`config.mk`:
```
export PLATFORM = sky130hd
export DESIGN_NAME = pte_ram
export DESIGN_NICKNAME = d
export VERILOG_FILES = /design/src/sv/pte_ram.sv
export SDC_FILE = /design/constraint.sdc
export NUM_CORES = 1
export LEC_CHECK = 0
export ABC_AREA = 1
export BUFFER_PORTS_ARGS = -buffer_cell sky130_fd_sc_hd__buf_4
export CORE_MARGIN = 1
export CORE_UTILIZATION = 38
export CTS_CLUSTER_SIZE = 28
export DETAILED_ROUTE_END_ITERATION = 8
export PLACE_DENSITY_LB_ADDON = 0.1
export REMOVE_ABC_BUFFERS = 1
export SKIP_CTS_REPAIR_TIMING = 1
export SKIP_LAST_GASP = 1
export SYNTH_ARGS = -nofsm -noshare
export SYNTH_HDL_FRONTEND = slang
export SYNTH_SLANG_ARGS = --single-unit
```
`constraint.sdc`:
```
create_clock -name clk -period 2 [get_ports clk]
set_input_delay 0.4 -clock clk [delete_from_list [all_inputs] [get_ports clk]]
set_output_delay 0.4 -clock clk [all_outputs]
set_load 0.03 [all_outputs]
```
`src/sv/pte_ram.sv`:
```
`default_nettype none

module pte_ram #(
    parameter int WIDTH = 8,
    parameter int DEPTH = 64
) (
    input  wire logic                     clk,
    input  wire logic                     we,
    input  wire logic [$clog2(DEPTH)-1:0] waddr,
    input  wire logic [WIDTH-1:0]         wdata,
    input  wire logic                     re,
    input  wire logic [$clog2(DEPTH)-1:0] raddr,
    output logic      [WIDTH-1:0]         rdata
);

    logic [WIDTH-1:0] mem_reg [DEPTH];
    logic [WIDTH-1:0] rdata_reg;

    always_ff @(posedge clk)
    begin
        if (we)
        begin
            mem_reg[waddr] <= wdata;
        end
        if (re)
        begin
            rdata_reg <= mem_reg[raddr];
        end
    end

    assign rdata = rdata_reg;

endmodule

`default_nettype wire

```
## Word-level counts from Yosys, hierarchy flattened

Memories as Yosys holds them, arrays and structs flattened. A register that Yosys moved wholly into a read port is not among the register bits.
Index checks and enable logic that the tools add are counted.

| operators by class | value |
|---|---|
| muxes and demuxes | 2 |

Operators by type and width:

| cell | number |
|---|---|
| $mux 1 | 2 |

| word-level totals | value |
|---|---|
| register bits after elaboration | 0 |
| bits in writable memories | 512 |
| input port bits | 23 |
| output and inout bits | 8 |
| word-level logic and storage cells | 3 |
| memories kept | 1 |

Memories:

| name | words | bits a word | rd ports | clocked after memory_dff | wr ports | line | RTL |
|---|---|---|---|---|---|---|---|
| mem_reg | 64 | 8 | 1 | 1 | 1 | 16 | `logic [WIDTH-1:0] mem_reg [DEPTH];` |

## Longest topological paths before layout

Gate-level depths: netlist (run 1).

| depth | value |
|---|---|
| word-level depth | 2 |
| mapped depth | 12 |
| depth with buffers taken out | 9 |

## Worst setup path before layout (run 1)

No wires, ideal clock.

| path | value |
|---|---|
| path type | input-to-reg |
| from | input port we |
| to | memory mem_reg[48][0] (enable) |
| library setup time | 0.395 ns |
| data arrival time | 1.771 ns |
| data required time | 1.605 ns |
| slack | -0.166 ns |
| cell stages on the path | 3 |
| path buffers | 1 |
| cells stage by stage | clkbuf_1 -> nand4_1 -> nor4_1 |

| between the ends | value |
|---|---|
| word-level cells in the longest chain between the ends | 2 |

Ends and longest elaborated chain:

| what | line | RTL |
|---|---|---|
| start, declared | 8 | `input wire logic we,` |
| $mux 1 | 21 | `if (we)` |
| $mux 1 (implied by the code) | 23 | `mem_reg[waddr] <= wdata;` |
| end, declared | 16 |  |

No other way between the ends.

## Final worst setup path (run 1)

| path | value |
|---|---|
| from | register rdata_reg[1] (netlist: rdata[1]), read port of mem_reg |
| to | output port rdata[1] |

RTL lines:

| what | line | RTL |
|---|---|---|
| start, declared | 17 | `logic [WIDTH-1:0] rdata_reg;` |
| end, declared | 13 | `output logic [WIDTH-1:0] rdata` |

No word-level cell between the ends.

==> impl_metrics.py, run 1 <==
metrics = {
    "floorplanning": {
        "initial_core_util_pct": 38.7,
        "dieArea_um2": 57300,
        "core_um2": 55400,
        "row_count": 86,
        "io_pins": 31,
        "die_h_um": 239,
        "die_w_um": 239,
    },
    "setup_path": {
        "end_kind": "output pin",
        "crit_required_ps": 1600,
        "cp-start-kind": "flop",
        "crit_chain": "buf_4",
        "max_stage_delay_ps": 510,
        "cp.arrival_ps": 1370,
        "critical_path_class": "flop to output pin",
        "cpMaxStageDelayCell": "edfxtp_1",
        "r2r_setup_slack_ps": 510,
        "reg2reg_depth": 8,
        "cp_max_fo": 1,
        "path_delay_family": "flip-flops",
        "critPathBufInv": 1,
        "timing.rr.start": "mem_reg[39][1]$_DFFE_PP_",
        "reg2reg_to": "rdata[1]$_DFFE_PP_",
    },
    "sta": {
        "grt_setup_unrepaired": "false",
        "finalClockSkew_ps": 29.8,
        "period_minus_slack_ps": 1770,
        "setup_viol": 0,
        "hold_violations": 0,
        "clock.fmax_mhz": 566,
        "setup-tns-final_ps": 0,
        "relSlewSlack_pct": 47.1,
        "slew_viol_final": 0,
        "worst_pin_slew_ps": 794,
        "layout_worst_path_cycle_share_pct": 88.4,
    },
    "global_routing": {
        "antenna_found_initial": 2,
        "grt_pass1_vias": 13587,
        "grt_use_total_pct": 21.5,
        "grt_overflow": 0,
        "grt_max_degree": 79,
        "grt_pass1_wl_mm": 89.8,
    },
    "logic_synthesis": {
        "ys_types": 15,
        "synth_seq_cells": 520,
        "syn_area_um2": 21400,
        "yosysSeqAreaShare_pct": 72.9,
        "yosysWarnings": 0,
        "postSynthAreaPerCell_um2": 11.9,
        "synthCells": 1805,
    },
    "drt": {
        "vias": 13860,
        "highest_layer": "met5",
        "drt_iter0_drc": 1102,
        "wl_mm": 59.9,
        "route.detailed.drc": 0,
        "wl_met2_mm": 27.9,
        "firstDrtPassIters": 5,
        "ant_nets": 0,
        "met3_length_mm": 2.85,
        "wl_met1_mm": 27.4,
        "vias_per_cell": 5.13,
        "wl_per_cell_um": 22.2,
    },
    "layout": {
        "post-route-util_pct": 44.7,
        "synthToLayoutAreaGrowth_pct": 15.7,
        "stdcell_count": 2704,
        "finish.net_count": 1941,
        "drive_above_1_share_pct": 12.2,
        "fillers": 5175,
        "final_cell_area_um2": 24800,
        "largest_register_ff_count": 512,
    },
    "min_path": {
        "holdPathStages": 1,
        "hp-class": "input port to flop",
        "min_to": "rdata[7]$_DFFE_PP_",
        "hold_path.startpoint": "re",
    },
    "power": {
        "p_sw_share_pct": 23.0,
        "p_sw_w": 0.00534,
        "share_comb_of_total_power_pct": 6.9,
        "p_leak_nw": 9.02,
        "ir_drop_v": 0.000626,
        "p_seq_share_pct": 52.3,
        "internal_power_w": 0.0179,
        "p_per_area_nw_per_um2": 936,
        "p_clk_share_pct": 40.8,
    },
    "cts": {
        "cts-buffers-inserted": 56,
        "root_buffer": "clkbuf_16",
        "numClockSinks": 520,
        "clock_latency_ps": 630,
        "cts_max_level": 2,
        "clockBufferDepth": 3,
        "clk_pin_slew_ps": 60,
        "cts_tree": "built",
    },
    "outcome": {
        "status": "complete, no violations",
    },
    "placed_design": {
        "place_area_um2": 23200,
        "hpwl_mm": 36.6,
        "place_inst": 2608,
        "gp_congestion": 0.831,
        "numPortBuffers": 30,
    },
    "flow_run": {
        "drv_cap": 0,
    },
}
==> logic make-up (layout without fill, tap and decap cells) <==
logic type / Yosys count / count (layout) / synth area share (%)
other: 0 / 1 / 0
and+or+nand+nor: 1160 / 1160 / 23.1
DFF: 520 / 520 / 72.9
buffers and inverters: 125 / 275 / 4.01
==> cells in the mapped netlist, drive strengths merged <==
library cell | number | area share (%)
inv | 12 | 0.23
clkbuf | 15 | 0.26
nand2 | 648 | 11
nor2 | 56 | 0.98
nand3 | 439 | 10
buf | 98 | 3.5
nand4 | 9 | 0.26
edfxtp | 520 | 73
nor4 | 8 | 0.23
==> worst max path at each step <==
stage / start / endpoint / cells past startpoint
finish: rdata[1]$_DFFE_PP_ / rdata[1] / 1
global route: rdata[7]$_DFFE_PP_ / rdata[7] / 1
CTS: rdata[4]$_DFFE_PP_ / rdata[4] / 1
detailed placement: raddr[1] / rdata[1]$_DFFE_PP_ / 10
global placement: raddr[1] / rdata[1]$_DFFE_PP_ / 10
floorplan: raddr[1] / rdata[7]$_DFFE_PP_ / 8
==> metrics by stage <==
| stage | total power [W] | hold WS (ps) | setup WS, ps |
|---|---|---|---|
| 5_1_grt | 0.0240 | 62.8 | 170 |
| 6_report | 0.0232 | 81.6 | 232 |
| 4_1_cts | 0.0234 | 49.1 | 203 |
| 3_5_place_dp | 0.0140 | 715 | -120 |
| 3_3_place_gp | 0.0140 | 712 | -147 |
| 2_1_floorplan | 0.0130 | 499 | -1060 |
==> per-layer routing <==
metal  track usage (%)  up-vias
li1                  -     6585
met1              29.9     6832
met2              34.4      330
met3              3.10      111
met4              7.46        2
met5                 0        -
==> area by class of cell <==
type | instances | area (um2) | share of cell area (%)
clock buffers | 74 | 1490 | 6.01
diodes | 1 | 2.50 | 0.0101
repair buffers | 168 | 1610 | 6.48
clock inverters | 21 | 126 | 0.510
inverters | 12 | 55.1 | 0.222
flip-flops and latches | 520 | 15600 | 63.0
multi-input cells | 1160 | 4950 | 20.0
well taps | 748 | 936 | 3.78
==> power groups by stage <==
stage,clock network [W],registers [W],logic [W]
after floorplan,0,0.0124,0.000609
after CTS,0.00969,0.0121,0.00163
after detailed placement,0,0.0124,0.00163
final,0.00946,0.0121,0.00161
after global routing,0.0101,0.0121,0.00176
after global placement,0,0.0124,0.00163
==> placed cells by master, fill, tap and decap left out, drive strengths merged <==
master | synthesis | final
buf | 98 | 167
diode | 0 | 1
inv | 12 | 14
nor2 | 56 | 56
clkinv | 0 | 17
nand4 | 9 | 9
clkinvlp | 0 | 1
nand3 | 439 | 439
clkbuf | 15 | 75
nand2 | 648 | 648
bufinv | 0 | 1
edfxtp | 520 | 520
nor4 | 8 | 8
No activity file was read; power rests on OpenSTA's default activity.
==> run 2, diff against run 1 <==
--- a/config.mk
+++ b/config.mk
@@ -5,11 +5,11 @@
 export SDC_FILE = /design/constraint.sdc
 export NUM_CORES = 1
 export LEC_CHECK = 0
-export ABC_AREA = 1
+export ABC_AREA = 0
 export BUFFER_PORTS_ARGS = -buffer_cell sky130_fd_sc_hd__buf_4
 export CORE_MARGIN = 1
 export CORE_UTILIZATION = 38
-export CTS_CLUSTER_SIZE = 28
+export CTS_CLUSTER_SIZE = 16
 export DETAILED_ROUTE_END_ITERATION = 8
 export PLACE_DENSITY_LB_ADDON = 0.1
 export REMOVE_ABC_BUFFERS = 1
==> constraint.sdc (replaced) <==
create_clock -name clk -period 2.11 [get_ports clk]
set_input_delay 0.422 -clock clk [delete_from_list [all_inputs] [get_ports clk]]
set_output_delay 0.422 -clock clk [all_outputs]
set_load 0.03 [all_outputs]
==> run 2 against run 1 <==
Compared with the run above:
- clock skew decreased by 9.7 ps
- clock-buffer cell count decreased by 3
- total power decreased by 5.1%
- cell count decreased by 31%
- worst setup slack got worse by 200 ps
- critical endpoint is now rdata[7]$_DFFE_PP_
- synthesized cell count decreased by 48%
- first-iteration DRC count decreased by 31%
- non-clock buffer count increased by 33
- die area decreased by 5.4%
==> impl_metrics.py, run 2 <==
metrics = {
    "outcome": {
        "status": "complete, no violations",
    },
    "sta": {
        "relSlewSlack_pct": 47.7,
        "layout_worst_path_cycle_share_pct": 98.7,
        "worst_pin_slew_ps": 785,
        "finalClockSkew_ps": 20.1,
        "clock.fmax_mhz": 480,
        "grt_setup_unrepaired": "true",
        "setup-tns-final_ps": 0,
        "period_minus_slack_ps": 2080,
        "slew_viol_final": 0,
        "setup_viol": 0,
        "hold_violations": 0,
        "fin_hold_ws_ps": 139,
    },
    "setup_path": {
        "critical_path_class": "flop to flop",
        "cp_max_fo": 1,
        "cp-start-kind": "flop",
        "end_kind": "flop",
        "cp.arrival_ps": 2420,
        "crit_required_ps": 2450,
    },
    "layout": {
        "final_cell_area_um2": 24300,
        "finish.net_count": 1169,
        "num_antenna_cells": 0,
        "drive_above_1_share_pct": 35.3,
        "largest_register_ff_count": 512,
        "post-route-util_pct": 46.2,
        "fillers": 4459,
        "final_cell_mix": "edfxtp_1, buf_4, mux4_2, nor2_1, clkbuf_16",
        "synthToLayoutAreaGrowth_pct": 19.9,
        "layout_commonest_cell": "edfxtp_1",
    },
    "floorplanning": {
        "die_w_um": 233,
        "io_pins": 31,
        "core_um2": 52600,
        "row_count": 84,
        "initial_core_util_pct": 38.5,
        "dieArea_um2": 54200,
        "die_h_um": 233,
    },
    "placed_design": {
        "numPortBuffers": 30,
        "gp_congestion": 0.772,
        "place_area_um2": 22500,
        "hpwl_mm": 32.7,
    },
    "logic_synthesis": {
        "synth-main-ff-cell": "edfxtp_1",
        "postSynthAreaPerCell_um2": 21.5,
        "synthTopCellsByArea": "edfxtp_1, mux4_2, nor2_1",
        "synth.most_common_cell": "edfxtp_1",
        "synth_edf_count": 520,
        "synth_seq_cells": 520,
        "synth_top_cell_area_share_pct": 77.1,
        "syn_area_um2": 20200,
        "async_reset_ff_share_pct": 0,
        "ys_types": 39,
        "synth_commonest_cells": "edfxtp_1, mux4_2, nor2_1",
        "yosysTopAreaCell": "edfxtp_1",
        "yosysSeqAreaShare_pct": 77.1,
        "yosysWarnings": 0,
        "synthCells": 940,
    },
    "drt": {
        "vias_per_cell": 5.31,
        "route.detailed.drc": 0,
        "wl_per_cell_um": 26.8,
        "firstDrtPassIters": 5,
        "ant_nets": 0,
        "wl_mm": 50.1,
        "drt_iter0_drc": 755,
        "vias": 9952,
    },
    "min_path": {
        "hp-class": "input port to flop",
    },
    "power": {
        "p_per_area_nw_per_um2": 907,
        "p_leak_nw": 7.88,
        "ir_drop_v": 0.000575,
    },
    "cts": {
        "numClockSinks": 520,
        "cts_tree": "built",
        "root_buffer": "clkbuf_16",
        "cts_max_level": 2,
        "clk_pin_slew_ps": 60,
        "cts-buffers-inserted": 54,
        "clock_latency_ps": 600,
        "clockBufferDepth": 3,
    },
    "global_routing": {
        "antenna_found_initial": 0,
        "grt_pass1_vias": 10432,
        "grt_pass1_wl_mm": 73.1,
        "grt_overflow": 0,
        "grt_use_total_pct": 19.1,
        "grt_max_degree": 65,
    },
    "flow_run": {
        "drv_cap": 0,
    },
}
-- run 2: cell types whose count changed after synthesis, sizes merged, moves of 12 or more --
cell / delta
buf: -64
inv: -12
mux2: +13
mux2i: +23
mux4: +126
nand2: -629
nand3: -426
nor2: +27
nor2b: +14
-- run 2: critical path, stage by stage, from the launching register on --
cell	delay, ps
edfxtp_1	400
mux4_2	500
mux4_2	480
o21ai_0	380
nand2_1	80
-- run 2: path summary, 6_finish.rpt --
kind	start	to	slack [ps]	depth (start not counted)
min reg2reg	mem_reg[6][7]$_DFFE_PP_	rdata[7]$_DFFE_PP_	940	4
min	re	rdata[7]$_DFFE_PP_	140	1
max reg2reg	mem_reg[48][7]$_DFFE_PP_	rdata[7]$_DFFE_PP_	30	4
max	mem_reg[48][7]$_DFFE_PP_	rdata[7]$_DFFE_PP_	30	4
-- run 2: layer usage --
layer | GRT usage (%) | vias to the layer above | part of all wire (%)
met5 | 0 | - | 0
met4 | 5.25 | 0 | 2.1
met3 | 3.15 | 64 | 4.5
met2 | 30.8 | 203 | 48
met1 | 26.9 | 5338 | 45
li1 | - | 4347 | -
-- run 2: area by class of cell --
type                       instances  area, um2  share of cell area, %
clock buffer                      71       1480                   6.09
timing repair buffer             201       1750                   7.23
sequential                       520      15600                   64.3
clock inverter                    25        226                  0.933
tap                              688        861                   3.55
multi-input combinational        369       4340                   17.9
-- run 2: report_power, final --
part           leakage (nW)  switching [W]  internal [W]  total, W
clock network         0.818        0.00383       0.00539   0.00922
registers              4.69      0.0000357        0.0115    0.0115
logic                  2.38       0.000737      0.000554   0.00129
-- run 2: logic make-up (layout without fill, tap and decap cells) --
group	count (synthesis)	after routing	synth area share, %
DFF	520	520	77.1
muxes	162	162	15.9
and+or+nand+nor	153	153	3.37
AOI/OAI and AO/OA	54	54	2.06
buffers and inverters	51	297	1.56
-- run 2: stage by stage --
step	total power, W	instances	setup slack [ps]
2_1_floorplan	0.0122	889	187
3_3_place_gp	0.0130	1778	-612
3_5_place_dp	0.0130	1778	-572
4_1_cts	0.0223	1874	-85.3
5_1_grt	0.0227	1874	-70.6
6_report	0.0220	1874	28.3
